===== config.mk =====
export PLATFORM = sky130hd
export DESIGN_NAME = slw_dda
export DESIGN_NICKNAME = d
export VERILOG_FILES = /design/src/hdl/slw_pkg.sv /design/src/hdl/slw_dda.sv
export SDC_FILE = /design/constraint.sdc
export NUM_CORES = 1
export LEC_CHECK = 0
export ABC_AREA = 0
export BUFFER_PORTS_ARGS = -buffer_cell sky130_fd_sc_hd__buf_2
export CELL_PAD_IN_SITES_DETAIL_PLACEMENT = 0
export CELL_PAD_IN_SITES_GLOBAL_PLACEMENT = 2
export CORE_MARGIN = 2
export CORE_UTILIZATION = 38
export DETAILED_ROUTE_END_ITERATION = 6
export PLACE_DENSITY = 0.83
export SYNTH_ARGS = -nofsm -noshare
export SYNTH_HDL_FRONTEND = slang
export SYNTH_SLANG_ARGS = --single-unit

===== constraint.sdc =====
create_clock -name aclk -period 3.07 [get_ports aclk]
set_input_delay 0.614 -clock aclk [delete_from_list [all_inputs] [get_ports aclk]]
set_output_delay 0.614 -clock aclk [all_outputs]
set_load 0.05 [all_outputs]

===== src/hdl/slw_pkg.sv =====
// ----------------------------------------------------------------------------
// slw_pkg
// Shared sizes, types and helpers for the supercover line walk block.
// ----------------------------------------------------------------------------
package slw_pkg;

    // stored grid size
    localparam int MAX_WIDTH  = 64;
    localparam int MAX_HEIGHT = 64;
    localparam int CELLS      = MAX_WIDTH * MAX_HEIGHT;
    localparam int ADDR_W     = $clog2(CELLS);

    // field and register widths
    localparam int COORD_W   = 6;
    localparam int CFG_W     = 7;
    localparam int COORD_MAX = (1 << COORD_W) - 1;

    // crossing time (2n+1)*a, n and a at most COORD_MAX
    localparam int TIME_W = $clog2((2 * COORD_MAX + 1) * COORD_MAX + 1);

    // compare width for bounds checks
    localparam int MAX_DIM = (MAX_WIDTH > MAX_HEIGHT) ? MAX_WIDTH : MAX_HEIGHT;
    localparam int DIM_W   = $clog2(MAX_DIM + 1);
    localparam int CMP_W   = (DIM_W > CFG_W) ? DIM_W : CFG_W;

    // config port
    localparam int PADDR_W = 3;
    localparam int PDATA_W = 32;
    localparam logic REG_GRID_WIDTH  = 1'b0;
    localparam logic REG_GRID_HEIGHT = 1'b1;
    localparam logic [CFG_W-1:0] GRID_DIM_RESET = CFG_W'(64);

    // request kinds
    localparam logic KIND_WRITE = 1'b0;
    localparam logic KIND_QUERY = 1'b1;

    typedef logic [COORD_W-1:0] coord_t;
    typedef logic [ADDR_W-1:0]  cell_addr_t;
    typedef logic [CFG_W-1:0]   grid_dim_t;

    // sequencer to stepping unit
    typedef struct packed {
        logic load;
        logic step_x;
        logic step_y;
    } dda_cmd_t;

    // stepping unit decision for the next boundary
    typedef struct packed {
        logic done;
        logic corner;
        logic go_x;
    } dda_view_t;

    function automatic cell_addr_t cell_addr(input coord_t x, input coord_t y);
        return ADDR_W'(int'(y) * MAX_WIDTH + int'(x));
    endfunction

    function automatic logic in_stored(input coord_t x, input coord_t y);
        return (CMP_W'(x) < CMP_W'(MAX_WIDTH)) && (CMP_W'(y) < CMP_W'(MAX_HEIGHT));
    endfunction

    function automatic logic in_area(input coord_t x, input coord_t y,
                                     input grid_dim_t gw, input grid_dim_t gh);
        return in_stored(x, y) && (CMP_W'(x) < CMP_W'(gw)) && (CMP_W'(y) < CMP_W'(gh));
    endfunction

endpackage


===== src/hdl/slw_dda.sv =====
// ----------------------------------------------------------------------------
// slw_dda
// Integer DDA stepping unit: keeps position, step counts and the running
// crossing times, and compares the next x and y crossings.
// ----------------------------------------------------------------------------
module slw_dda (
    input  logic              aclk,
    input  slw_pkg::dda_cmd_t cmd,
    input  slw_pkg::coord_t   x0,
    input  slw_pkg::coord_t   y0,
    input  slw_pkg::coord_t   x1,
    input  slw_pkg::coord_t   y1,
    output slw_pkg::coord_t   cur_x,
    output slw_pkg::coord_t   cur_y,
    output slw_pkg::coord_t   nxt_x,
    output slw_pkg::coord_t   nxt_y,
    output slw_pkg::dda_view_t view
);
    import slw_pkg::*;

    coord_t            x_reg, y_reg, nx_reg, ny_reg, ax_reg, ay_reg;
    logic              sx_neg_reg, sy_neg_reg;
    logic [TIME_W-1:0] tx_reg, ty_reg;

    logic x_left, y_left, x_first, y_first, go_x, go_y;
    coord_t ax_load, ay_load;

    // distances on load
    assign ax_load = (x1 > x0) ? (x1 - x0) : (x0 - x1);
    assign ay_load = (y1 > y0) ? (y1 - y0) : (y0 - y1);

    // neighbor cells in the stepping direction
    assign nxt_x = sx_neg_reg ? (x_reg - 1'b1) : (x_reg + 1'b1);
    assign nxt_y = sy_neg_reg ? (y_reg - 1'b1) : (y_reg + 1'b1);
    assign cur_x = x_reg;
    assign cur_y = y_reg;

    // shared crossing-time compare
    assign x_left  = nx_reg < ax_reg;
    assign y_left  = ny_reg < ay_reg;
    assign x_first = tx_reg < ty_reg;
    assign y_first = ty_reg < tx_reg;
    assign go_x    = x_left && (!y_left || x_first);
    assign go_y    = y_left && (!x_left || y_first);

    assign view.done   = !x_left && !y_left;
    assign view.corner = (x_left || y_left) && !go_x && !go_y;
    assign view.go_x   = go_x;

    // position and crossing-time update
    always_ff @(posedge aclk) begin
        if (cmd.load) begin
            x_reg      <= x0;
            y_reg      <= y0;
            nx_reg     <= '0;
            ny_reg     <= '0;
            ax_reg     <= ax_load;
            ay_reg     <= ay_load;
            sx_neg_reg <= !(x1 > x0);
            sy_neg_reg <= !(y1 > y0);
            tx_reg     <= TIME_W'(ay_load);
            ty_reg     <= TIME_W'(ax_load);
        end else begin
            if (cmd.step_x) begin
                x_reg  <= nxt_x;
                nx_reg <= nx_reg + 1'b1;
                tx_reg <= tx_reg + TIME_W'({ay_reg, 1'b0});
            end
            if (cmd.step_y) begin
                y_reg  <= nxt_y;
                ny_reg <= ny_reg + 1'b1;
                ty_reg <= ty_reg + TIME_W'({ax_reg, 1'b0});
            end
        end
    end

endmodule


Word level (Yosys, flattened, before mapping)
Cells that the tools add are included.
{ "op_classes": {"magnitude_cmp": 6, "add_sub_neg": 12, "muxes": 12, "n_reduce_logical": 16} }
{ "op_table": {"columns": ["operator", "count"], "rows": [
  ["$mux W6", 12],
  ["$add A13 B7 Y13", 2],
  ["$lt A13 B13 Y1", 2],
  ["$add A6 B1 Y6 const B", 4],
  ["$sub A6 B6 Y6", 4],
  ["$gt A6 B6 Y1", 2],
  ["$lt A6 B6 Y1", 2],
  ["$sub A6 B1 Y6 const B", 2],
  ["$logic_not A1 Y1", 6],
  ["$logic_and A1 B1 Y1", 5],
  ["$reduce_bool A2 Y1", 2],
  ["$logic_or A1 B1 Y1", 3]
]} }
{ "word_totals": {"regBits": 64, "inputBits": 28, "out_inout_bits": 27, "wordCells": 58} }

Logic depth before layout (Yosys ltp)
Gate-level depths: netlist (run 1).
{ "logic_depth": {"ltp_word": 7, "depth_mapped": 9} }

Worst setup path before layout (run 1)
Ideal clock, no wire load.
{ "synth_path": {"path_type": "register -> output", "start": "register ay_reg[1]", "end": "output view[1] in the netlist's numbering", "required_time_ns": 2.456, "n_path_buf": 0, "path_stages_with_launch": 8, "arrival_time_ns": 2.801, "setup_slack_ns": -0.345, "path_cell_list": "edfxtp_1 inv_1 ha_1 a21oi_1 o21ai_1 a21o_1 a21oi_1 nor4bb_1"} }
{ "synth_lines": {"columns": ["item", "line_no", "source"], "rows": [
  ["start, declared", "slw_dda.sv:21", "coord_t x_reg, y_reg, nx_reg, ny_reg, ax_reg, ay_reg;"],
  ["start signal, assigned", "slw_dda.sv:58", "ay_reg <= ay_load;"],
  ["end, declared", "slw_dda.sv:17", "output slw_pkg::dda_view_t view"]
]} }

Final worst setup path (run 1)
{ "layout_path": {"start": "register sx_neg_reg", "end": "output nxt_x[5]"} }
{ "layout_via": {"elab_chain_len": 1} }
{ "layout_rtl": {"columns": ["item", "line_no", "source"], "rows": [
  ["start, declared", "slw_dda.sv:22", "logic sx_neg_reg, sy_neg_reg;"],
  ["start signal, assigned", "slw_dda.sv:59", "sx_neg_reg <= !(x1 > x0);"],
  ["$mux W6", "slw_dda.sv:33", "assign nxt_x = sx_neg_reg ? (x_reg - 1'b1) : (x_reg + 1'b1);"],
  ["end, declared", "slw_dda.sv:15", "output slw_pkg::coord_t nxt_x,"]
]} }
Every way passes these cells.

==> results of run 1 <==
-- power by group through the flow --
stage               sequential [mW]  combinational [mW]  clock (mW)
floorplan                      1.45                1.87           0
global placement               1.31                2.49           0
detailed placement             1.32                2.53           0
CTS                            1.30                2.55       0.942
global route                   1.33                2.85       0.977
finish                         1.30                2.59       0.915
-- through the flow --
step | power, mW | hold slack, ps | worst slack [ps] | util [%] | cell area, µm²
6_report | 4.80 | 489 | 144 | 44.8 | 5660
2_1_floorplan | 3.32 | 458 | 21.7 | - | 4920
3_5_place_dp | 3.85 | 487 | 150 | 42.5 | 5370
3_3_place_gp | 3.81 | 472 | 208 | 42.5 | 5370
5_1_grt | 5.15 | 529 | -19.8 | 44.8 | 5660
4_1_cts | 4.80 | 494 | 2.34 | 44.6 | 5620
-- final cells by class --
| class | count | area share (%) |
|---|---|---|
| repair buffers | 56 | 5.40 |
| clock inverters | 4 | 0.376 |
| clock buffers | 12 | 4.18 |
| well taps | 172 | 3.80 |
| flip-flops and latches | 64 | 29.4 |
| multi-input cells | 363 | 52.5 |
| inverters | 66 | 4.38 |
-- cells in the final DEF, fill, tap and decap left out, types with 3 or more instances in the layout --
cell,Yosys,final
sky130_fd_sc_hd__a21o_1,12,12
sky130_fd_sc_hd__a21oi_1,36,34
sky130_fd_sc_hd__a221oi_1,4,4
sky130_fd_sc_hd__a31oi_1,4,4
sky130_fd_sc_hd__and3_1,3,3
sky130_fd_sc_hd__buf_2,0,51
sky130_fd_sc_hd__buf_4,2,3
sky130_fd_sc_hd__clkbuf_1,7,3
sky130_fd_sc_hd__clkbuf_16,0,9
sky130_fd_sc_hd__dfxtp_1,26,26
sky130_fd_sc_hd__edfxtp_1,38,38
sky130_fd_sc_hd__fa_1,8,8
sky130_fd_sc_hd__ha_1,67,67
sky130_fd_sc_hd__inv_1,66,66
sky130_fd_sc_hd__mux2_2,14,14
sky130_fd_sc_hd__mux2i_1,10,10
sky130_fd_sc_hd__nand2_1,22,22
sky130_fd_sc_hd__nand2b_1,4,4
sky130_fd_sc_hd__nand3_1,9,9
sky130_fd_sc_hd__nand4_1,9,9
sky130_fd_sc_hd__nand4b_1,4,4
sky130_fd_sc_hd__nor2_1,31,31
sky130_fd_sc_hd__nor2b_1,7,7
sky130_fd_sc_hd__nor3_1,5,5
sky130_fd_sc_hd__nor3b_1,3,3
sky130_fd_sc_hd__o21a_1,4,4
sky130_fd_sc_hd__o21ai_0,23,23
sky130_fd_sc_hd__o21ai_1,5,5
sky130_fd_sc_hd__o21bai_1,4,4
sky130_fd_sc_hd__or3_1,7,7
sky130_fd_sc_hd__xnor2_1,20,18
sky130_fd_sc_hd__xor2_1,17,17
-- layer usage --
metal / wire [µm] / part of all wire (%) / vias up
met5: 0 / 0 / -
met3: 421 / 4.1 / 11
met1: 5170 / 50 / 1703
met4: 158 / 1.5 / 0
met2: 4510 / 44 / 65
li1: - / - / 1888
-- what timing repair did --
action / in CTS / in global routing
endpoints found under the hold margin: 0 / 0
gates resized for setup: 0 / 11
setup buffers: 0 / 0
endpoints found under the setup margin: 0 / 3
-- worst max path at each step --
stage,cells after the start,slack [ps],endpoint
2_1_floorplan,3,20,nxt_x[2]
3_3_place_gp,9,210,ty_reg[2]
3_5_place_dp,9,150,ty_reg[5]
4_1_cts,9,2,view[0]
5_1_grt,9,-20,view[0]
6_report,7,140,nxt_x[5]
-- critical path: cells and delay by family (launching register included) --
family                   cells  cell delay [ps]
adder cells (fa/ha/maj)      1              310
flip-flops                   1              500
XOR/XNOR                     1              160
buffers and inverters        1              260
AO/OA/AOI/OAI                4              740
-- cell families (layout without fill, tap and decap cells) --
logic type      Yosys count  after routing  share of synthesized area, %
simple gates            120            120                          13.0
compound gates          105            105                          13.8
buf+inv                  79            138                          6.51
fa+ha+maj                75             75                          20.4
flops                    64             64                          33.9
xor+xnor                 37             37                          6.61
mux                      26             26                          5.87
-- Yosys cell counts (3+ instances only) --
cell and instances:
sky130_fd_sc_hd__nand4b_1 4, sky130_fd_sc_hd__o21bai_1 4, sky130_fd_sc_hd__a21oi_1 36, sky130_fd_sc_hd__nor3b_1 3, sky130_fd_sc_hd__nor2b_1 7, sky130_fd_sc_hd__o21ai_0 23, sky130_fd_sc_hd__nand2_1 22, sky130_fd_sc_hd__a31oi_1 4
sky130_fd_sc_hd__xor2_1 17, sky130_fd_sc_hd__o21a_1 4, sky130_fd_sc_hd__edfxtp_1 38, sky130_fd_sc_hd__fa_1 8, sky130_fd_sc_hd__xnor2_1 20, sky130_fd_sc_hd__a21o_1 12, sky130_fd_sc_hd__nor3_1 5, sky130_fd_sc_hd__nand4_1 9
sky130_fd_sc_hd__ha_1 67, sky130_fd_sc_hd__nand2b_1 4, sky130_fd_sc_hd__dfxtp_1 26, sky130_fd_sc_hd__mux2_2 14, sky130_fd_sc_hd__mux2i_1 10, sky130_fd_sc_hd__or3_1 7, sky130_fd_sc_hd__a221oi_1 4, sky130_fd_sc_hd__clkbuf_1 7
sky130_fd_sc_hd__nand3_1 9, sky130_fd_sc_hd__inv_1 66, sky130_fd_sc_hd__nor2_1 31, sky130_fd_sc_hd__and3_1 3, sky130_fd_sc_hd__o21ai_1 5
==> Implementation_results.wiki, run 1 <==
{| class="wikitable"
! Metric !! Value
|-
| Worst skew pair latency || 340 ps
|-
| TritonCTS clock tree || yes
|-
| Share of layout cells above drive strength 1 || 17.3%
|-
| Global routing usage on met1 || 21.2%
|-
| Share of power burned in registers || 27.0%
|-
| Most repeated library cell on the critical path || sky130_fd_sc_hd__a21oi_1
|-
| Sort of element at the end of the critical path || primary output
|-
| Master of the slowest instance on the critical path || sky130_fd_sc_hd__edfxtp_1
|-
| Global-route wire length before repair || 17.5 mm
|-
| DRC errors left || 0
|-
| Final number of max-transition violations || 0
|-
| Internal cell power || 2.64 mW
|-
| Clock buffer depth || 2
|-
| Switching power share of the total || 44.9%
|-
| Setup repair after global routing missed its margin || yes
|-
| Chip Height || 118 µm
|-
| Data required time of the critical path || 2460 ps
|-
| Maximum number of pins on one net before global-route repair || 47
|-
| Worst clock skew on the final layout || 9.18 ps
|-
| Post-synthesis register bit count || 64
|-
| Path class of the lowest-slack min-delay path || flop to flop
|-
| Remaining antenna violation count || 0
|-
| Count of flip-flops with a built-in enable after synthesis || 38
|-
| Post-layout net count || 663
|-
| Post-synthesis cell count || 506
|-
| Core box area || 0.0126 mm²
|-
| Port Buffers || 54
|-
| CTS Buf Count || 9
|-
| Tcrit/Tclk final || 95.3%
|-
| Cell taking the most area after synthesis || sky130_fd_sc_hd__edfxtp_1
|-
| Achievable frequency || 342 MHz
|-
| Number of max-cap violations || 0
|-
| Syn_nets || 609
|-
| Routed len/inst || 13.9 µm
|-
| Cell types occupying the most area after synthesis || sky130_fd_sc_hd__edfxtp_1, sky130_fd_sc_hd__ha_1, sky130_fd_sc_hd__dfxtp_1, sky130_fd_sc_hd__inv_1, sky130_fd_sc_hd__a21oi_1
|-
| Initial antenna violation count || 0
|-
| Area occupied by registers || 0.00166 mm²
|-
| Footprint of the multi-input gates || 0.00297 mm²
|-
| CP max FO || 6
|-
| Setup CP Type || flop to primary output
|-
| Cell depth of the worst min-delay path || 2
|-
| Placed cell count || 721
|-
| Largest stage delay, worst path || 500 ps
|-
| Hold Crit Endpoint || tx_reg[11]
|-
| Row cnt || 41
|-
| Hold_sp || tx_reg[11]
|-
| Most crowded layer after global routing || met2
|-
| Global Route Usage Sum || 15.8%
|-
| Cells on worst reg2reg path || 8
|-
| Combinational Power Share || 54.0%
|-
| Final Routed Wirelength || 10.3 mm
|-
| Crit start category || flop
|-
| Total Neg Setup Slack || 0 ps
|-
| Die Outline Area || 0.0138 mm²
|-
| Number of I/O pins || 55
|-
| Total global routing overflow || 0
|-
| Post-synth top area share || 23.3%
|-
| Hold-fix buffers at CTS || 0
|-
| Number of DRC violations after detailed-routing iteration 0 || 136
|-
| CP cell instances || ha_1 > a21o_1 > a21oi_1 > o21bai_1 > a21oi_1 > xnor2_1 > clkbuf_4
|-
| P&R area growth vs syn || 15.4%
|-
| Final weighted congestion of routability-driven global placement || 0.840
|-
| Initial cell density of the core || 38.8%
|-
| Critical register-to-register path startpoint || ay_reg[0]
|-
| Mean area per synthesized cell || 9.69 µm²
|-
| Die outline width || 118 µm
|-
| Count of clock tree sinks || 64
|-
| Net switching power figure || 2.16 mW
|-
| Final Instance Count excl. Fillers || 737
|-
| R2r endpoint || tx_reg[7]
|-
| Number of distinct library cells after synthesis || 52
|-
| P per Cell Area || 849 mW/mm²
|-
| Average vias per placed instance || 4.98
|-
| Endpoints failing hold || 0
|-
| Fraction of registers with async set/reset || 0%
|-
| Final-layout fill cell count || 1258
|-
| Proportion of synthesized chip area in sequential cells || 33.9%
|-
| Count of final setup violators || 0
|-
| Via count of the first global-routing pass || 3589
|-
| Most used flip-flop cell after synthesis || sky130_fd_sc_hd__edfxtp_1
|-
| Global-route met3 utilization || 4.80%
|-
| Clock-pin transition on the worst setup and hold timing paths || 50 ps
|-
| Maximum ir drop on the vdd rail || 0.709 mV
|-
| Slew at the pin with the worst max-slew slack || 468 ps
|-
| Detailed placer's ending HPWL || 8.12 mm
|-
| Area of the mapped netlist || 0.00490 mm²
|-
| R2r setup slk || 750 ps
|-
| Worst slew slack as a fraction of its limit || 68.6%
|-
| First-pass DRT Iterations || 4
|-
| Standby leakage power || 2.58 nW
|-
| Relative contribution of the clock network to total power || 19.0%
|-
| Endpoint arrival time on the critical path || 2310 ps
|-
| Count of synthesis-stage warnings from yosys || 0
|-
| Start point of the critical path || sx_neg_reg
|-
| Routed via count || 3667
|-
| Outcome || finished clean
|-
| Antenna cell count || 0
|-
| H-tree levels || 3
|-
| Buffer cell driving the clock tree root || sky130_fd_sc_hd__clkbuf_16
|-
| Met2 global-route usage || 24.4%
|-
| Final min period || 2930 ps
|}
Note: power is estimated with default switching activity, not from simulation.
==> run 2, diff against run 1 <==
--- a/config.mk
+++ b/config.mk
@@ -5,14 +5,14 @@
 export SDC_FILE = /design/constraint.sdc
 export NUM_CORES = 1
 export LEC_CHECK = 0
-export ABC_AREA = 0
+export ABC_AREA = 1
 export BUFFER_PORTS_ARGS = -buffer_cell sky130_fd_sc_hd__buf_2
 export CELL_PAD_IN_SITES_DETAIL_PLACEMENT = 0
 export CELL_PAD_IN_SITES_GLOBAL_PLACEMENT = 2
 export CORE_MARGIN = 2
-export CORE_UTILIZATION = 38
+export CORE_UTILIZATION = 35
 export DETAILED_ROUTE_END_ITERATION = 6
-export PLACE_DENSITY = 0.83
+export PLACE_DENSITY = 0.84
 export SYNTH_ARGS = -nofsm -noshare
 export SYNTH_HDL_FRONTEND = slang
 export SYNTH_SLANG_ARGS = --single-unit
==> Implementation_results.wiki, run 2 <==
{| class="wikitable"
! Metric !! Value
|-
| Outcome || finished clean (unchanged)
|-
| Chip Height || 127 µm (was 118 µm)
|-
| Initial cell density of the core || 36.1% (was 38.8%)
|-
| Global-route met3 utilization || 4.18% (was 4.80%)
|-
| Die outline width || 127 µm (was 118 µm)
|-
| Footprint of the multi-input gates || 0.00310 mm² (was 0.00297 mm²)
|-
| Maximum ir drop on the vdd rail || 0.711 mV (was 0.709 mV)
|-
| Number of max-cap violations || 0 (unchanged)
|-
| Area occupied by registers || 0.00166 mm² (unchanged)
|-
| H-tree levels || 3 (unchanged)
|-
| Area of the mapped netlist || 0.00528 mm² (was 0.00490 mm²)
|-
| Post-CTS setup buffer count || 0 (unchanged)
|-
| Sort of element at the end of the critical path || primary output (unchanged)
|-
| Routed via count || 4544 (was 3667)
|-
| Number of distinct library cells after synthesis || 36 (was 52)
|-
| Worst skew pair latency || 330 ps (was 340 ps)
|-
| CP max FO || 6 (unchanged)
|-
| Number of gates resized after CTS || 0 (unchanged)
|-
| Final weighted congestion of routability-driven global placement || 0.870 (was 0.840)
|-
| Count of clock tree sinks || 64 (unchanged)
|-
| Achievable frequency || 359 MHz (was 342 MHz)
|-
| Data required time of the critical path || 2460 ps (about the same)
|-
| P&R area growth vs syn || 13.6% (was 15.4%)
|-
| Final-layout fill cell count || 1542 (was 1258)
|-
| Hold-fix buffers at CTS || 0 (unchanged)
|-
| Number of DRC violations after detailed-routing iteration 0 || 260 (was 136)
|-
| Share of layout cells above drive strength 1 || 12.9% (was 17.3%)
|-
| WHS || 491 ps (was 489 ps)
|-
| Most frequent cells in the layout || sky130_fd_sc_hd__nand2_1, sky130_fd_sc_hd__inv_1, sky130_fd_sc_hd__ha_1 (was sky130_fd_sc_hd__ha_1, sky130_fd_sc_hd__inv_1, sky130_fd_sc_hd__buf_2)
|-
| Final min period || 2790 ps (was 2930 ps)
|-
| Most crowded layer after global routing || met2 (unchanged)
|-
| Final number of max-transition violations || 0 (unchanged)
|-
| Global routing usage on met1 || 21.1% (was 21.2%)
|-
| CTS Buf Count || 9 (unchanged)
|-
| Post-synth top area share || 21.6% (was 23.3%)
|-
| Most used flip-flop cell after synthesis || sky130_fd_sc_hd__edfxtp_1 (unchanged)
|-
| Count of flip-flops with a built-in enable after synthesis || 38 (unchanged)
|-
| Maximum number of pins on one net before global-route repair || 41 (was 47)
|-
| Detailed placer's ending HPWL || 9.59 mm (was 8.12 mm)
|-
| Worst clock skew on the final layout || 6.18 ps (was 9.18 ps)
|-
| Endpoint arrival time on the critical path || 2170 ps (was 2310 ps)
|-
| Most common library cell in the layout ignoring fill and taps || sky130_fd_sc_hd__nand2_1 (was sky130_fd_sc_hd__ha_1)
|-
| Total global routing overflow || 0 (unchanged)
|-
| Number of I/O pins || 55 (unchanged)
|-
| Post-layout net count || 867 (was 663)
|-
| Cell taking the most area after synthesis || sky130_fd_sc_hd__edfxtp_1 (unchanged)
|-
| Via count of the first global-routing pass || 4370 (was 3589)
|-
| P per Cell Area || 680 mW/mm² (was 849 mW/mm²)
|-
| Post-synthesis cell count || 712 (was 506)
|-
| Most repeated cell in the gate-level netlist after synthesis || sky130_fd_sc_hd__nand2_1 (was sky130_fd_sc_hd__ha_1)
|-
| Final Routed Wirelength || 12.2 mm (was 10.3 mm)
|-
| Slew at the pin with the worst max-slew slack || 692 ps (was 468 ps)
|-
| Port Buffers || 54 (unchanged)
|-
| Endpoints failing hold || 0 (unchanged)
|-
| Antenna cell count || 0 (unchanged)
|-
| Path class of the lowest-slack min-delay path || flop to flop (unchanged)
|-
| Routed len/inst || 12.8 µm (was 13.9 µm)
|-
| DRC errors left || 0 (unchanged)
|-
| Post-synthesis register bit count || 64 (unchanged)
|-
| Crit start category || flop (unchanged)
|-
| Row cnt || 44 (was 41)
|-
| First-pass DRT Iterations || 4 (unchanged)
|-
| Met2 global-route usage || 26.2% (was 24.4%)
|-
| Average vias per placed instance || 4.77 (was 4.98)
|-
| Setup repair after global routing missed its margin || no (was yes)
|-
| Syn_nets || 815 (was 609)
|-
| Remaining antenna violation count || 0 (unchanged)
|-
| Core occupancy in the finished layout || 41.0% (was 44.8%)
|-
| Cell types occupying the most area after synthesis || sky130_fd_sc_hd__edfxtp_1, sky130_fd_sc_hd__ha_1, sky130_fd_sc_hd__nand2_1, sky130_fd_sc_hd__dfxtp_1, sky130_fd_sc_hd__inv_1 (was sky130_fd_sc_hd__edfxtp_1, sky130_fd_sc_hd__ha_1, sky130_fd_sc_hd__dfxtp_1, sky130_fd_sc_hd__inv_1, sky130_fd_sc_hd__a21oi_1)
|-
| Tcrit/Tclk final || 90.8% (was 95.3%)
|-
| Fraction of registers with async set/reset || 0% (unchanged)
|-
| TritonCTS clock tree || yes (unchanged)
|-
| Mean area per synthesized cell || 7.42 µm² (was 9.69 µm²)
|-
| Clock-pin transition on the worst setup and hold timing paths || 50 ps (about the same)
|-
| Count of final setup violators || 0 (unchanged)
|-
| Proportion of synthesized chip area in sequential cells || 31.5% (was 33.9%)
|-
| Worst slew slack as a fraction of its limit || 53.8% (was 68.6%)
|-
| Total Neg Setup Slack || 0 ps (unchanged)
|-
| Top cells by instance count after synthesis || sky130_fd_sc_hd__nand2_1, sky130_fd_sc_hd__inv_1, sky130_fd_sc_hd__ha_1 (was sky130_fd_sc_hd__ha_1, sky130_fd_sc_hd__inv_1, sky130_fd_sc_hd__edfxtp_1)
|-
| Standby leakage power || 3.11 nW (was 2.58 nW)
|-
| Global-route wire length before repair || 20.6 mm (was 17.5 mm)
|-
| Global Route Usage Sum || 15.9% (was 15.8%)
|-
| Initial antenna violation count || 0 (unchanged)
|-
| Setup CP Type || flop to primary output (unchanged)
|-
| Buffer cell driving the clock tree root || sky130_fd_sc_hd__clkbuf_16 (unchanged)
|-
| Die Outline Area || 0.0161 mm² (was 0.0138 mm²)
|-
| Post-layout total power || 4.08 mW (was 4.80 mW)
|-
| Clock buffer depth || 2 (unchanged)
|-
| Core box area || 0.0146 mm² (was 0.0126 mm²)
|-
| Count of synthesis-stage warnings from yosys || 0 (unchanged)
|}
run 2: cell count changes in the layout (fill, tap and decap cells not counted), sizes merged, moves of 7 or more:
cell	delta
nand2	+175
nor2	+15
nor2b	-7
mux2i	-10
mux2	-16
or3	-7
nand4	+10
a21o	-12
a21oi	+9
xnor2	-14
inv	+57
nand3	+34
run 2: final timing paths:
check	from	depth (start not counted)	endpoint	slack, ps
max reg2reg	sy_neg_reg	7	cur_y[5]	1110
min reg2reg	nx_reg[0]	2	nx_reg[0]	490
max	sy_neg_reg	6	nxt_y[5]	280
min	nx_reg[0]	2	nx_reg[0]	490
run 2: worst max-delay path, stage by stage, from the launching register on:
cell and delay [ps]:
sky130_fd_sc_hd__edfxtp_1 500, sky130_fd_sc_hd__ha_1 450, sky130_fd_sc_hd__a21oi_1 120, sky130_fd_sc_hd__or2_2 300, sky130_fd_sc_hd__nand4_1 90, sky130_fd_sc_hd__and2_1 130
sky130_fd_sc_hd__buf_2 250
run 2: area by class of cell:
class                           instances  area share [%]
Timing Repair Buffer                   57            4.88
Inverter                              123            7.70
Sequential cell                        64            27.7
Clock buffer                           13            4.00
Multi-Input combinational cell        509            51.7
Tap cell                              184            3.84
Clock inverter                          2           0.167
run 2: cells by family after synthesis:
family / Yosys count / synth area share (%)
compound gates: 87 / 8.96
flops: 64 / 31.5
fa+ha+maj: 75 / 18.9
buf+inv: 139 / 10.3
simple gates: 329 / 27.3
xor+xnor: 18 / 2.99
run 2: report_power, final:
part	internal [mW]	switching (mW)
Clock	0.540	0.364
Sequential	1.09	0.117
Combinational	0.627	1.34
Total	2.25	1.82
run 2: metrics by stage:
step,worst slack (ps),area [µm²],instances
2_1_floorplan,13.3,5310,712
3_3_place_gp,699,5750,937
3_5_place_dp,666,5750,937
4_1_cts,282,6000,952
5_1_grt,170,6000,952
6_report,284,6000,952
run 2: routing by layer:
metal  part of all wire, %  wire length, µm
met1                    49             5990
met2                    46             5590
met3                   3.9              479
met4                   1.0              122
met5                     0                0
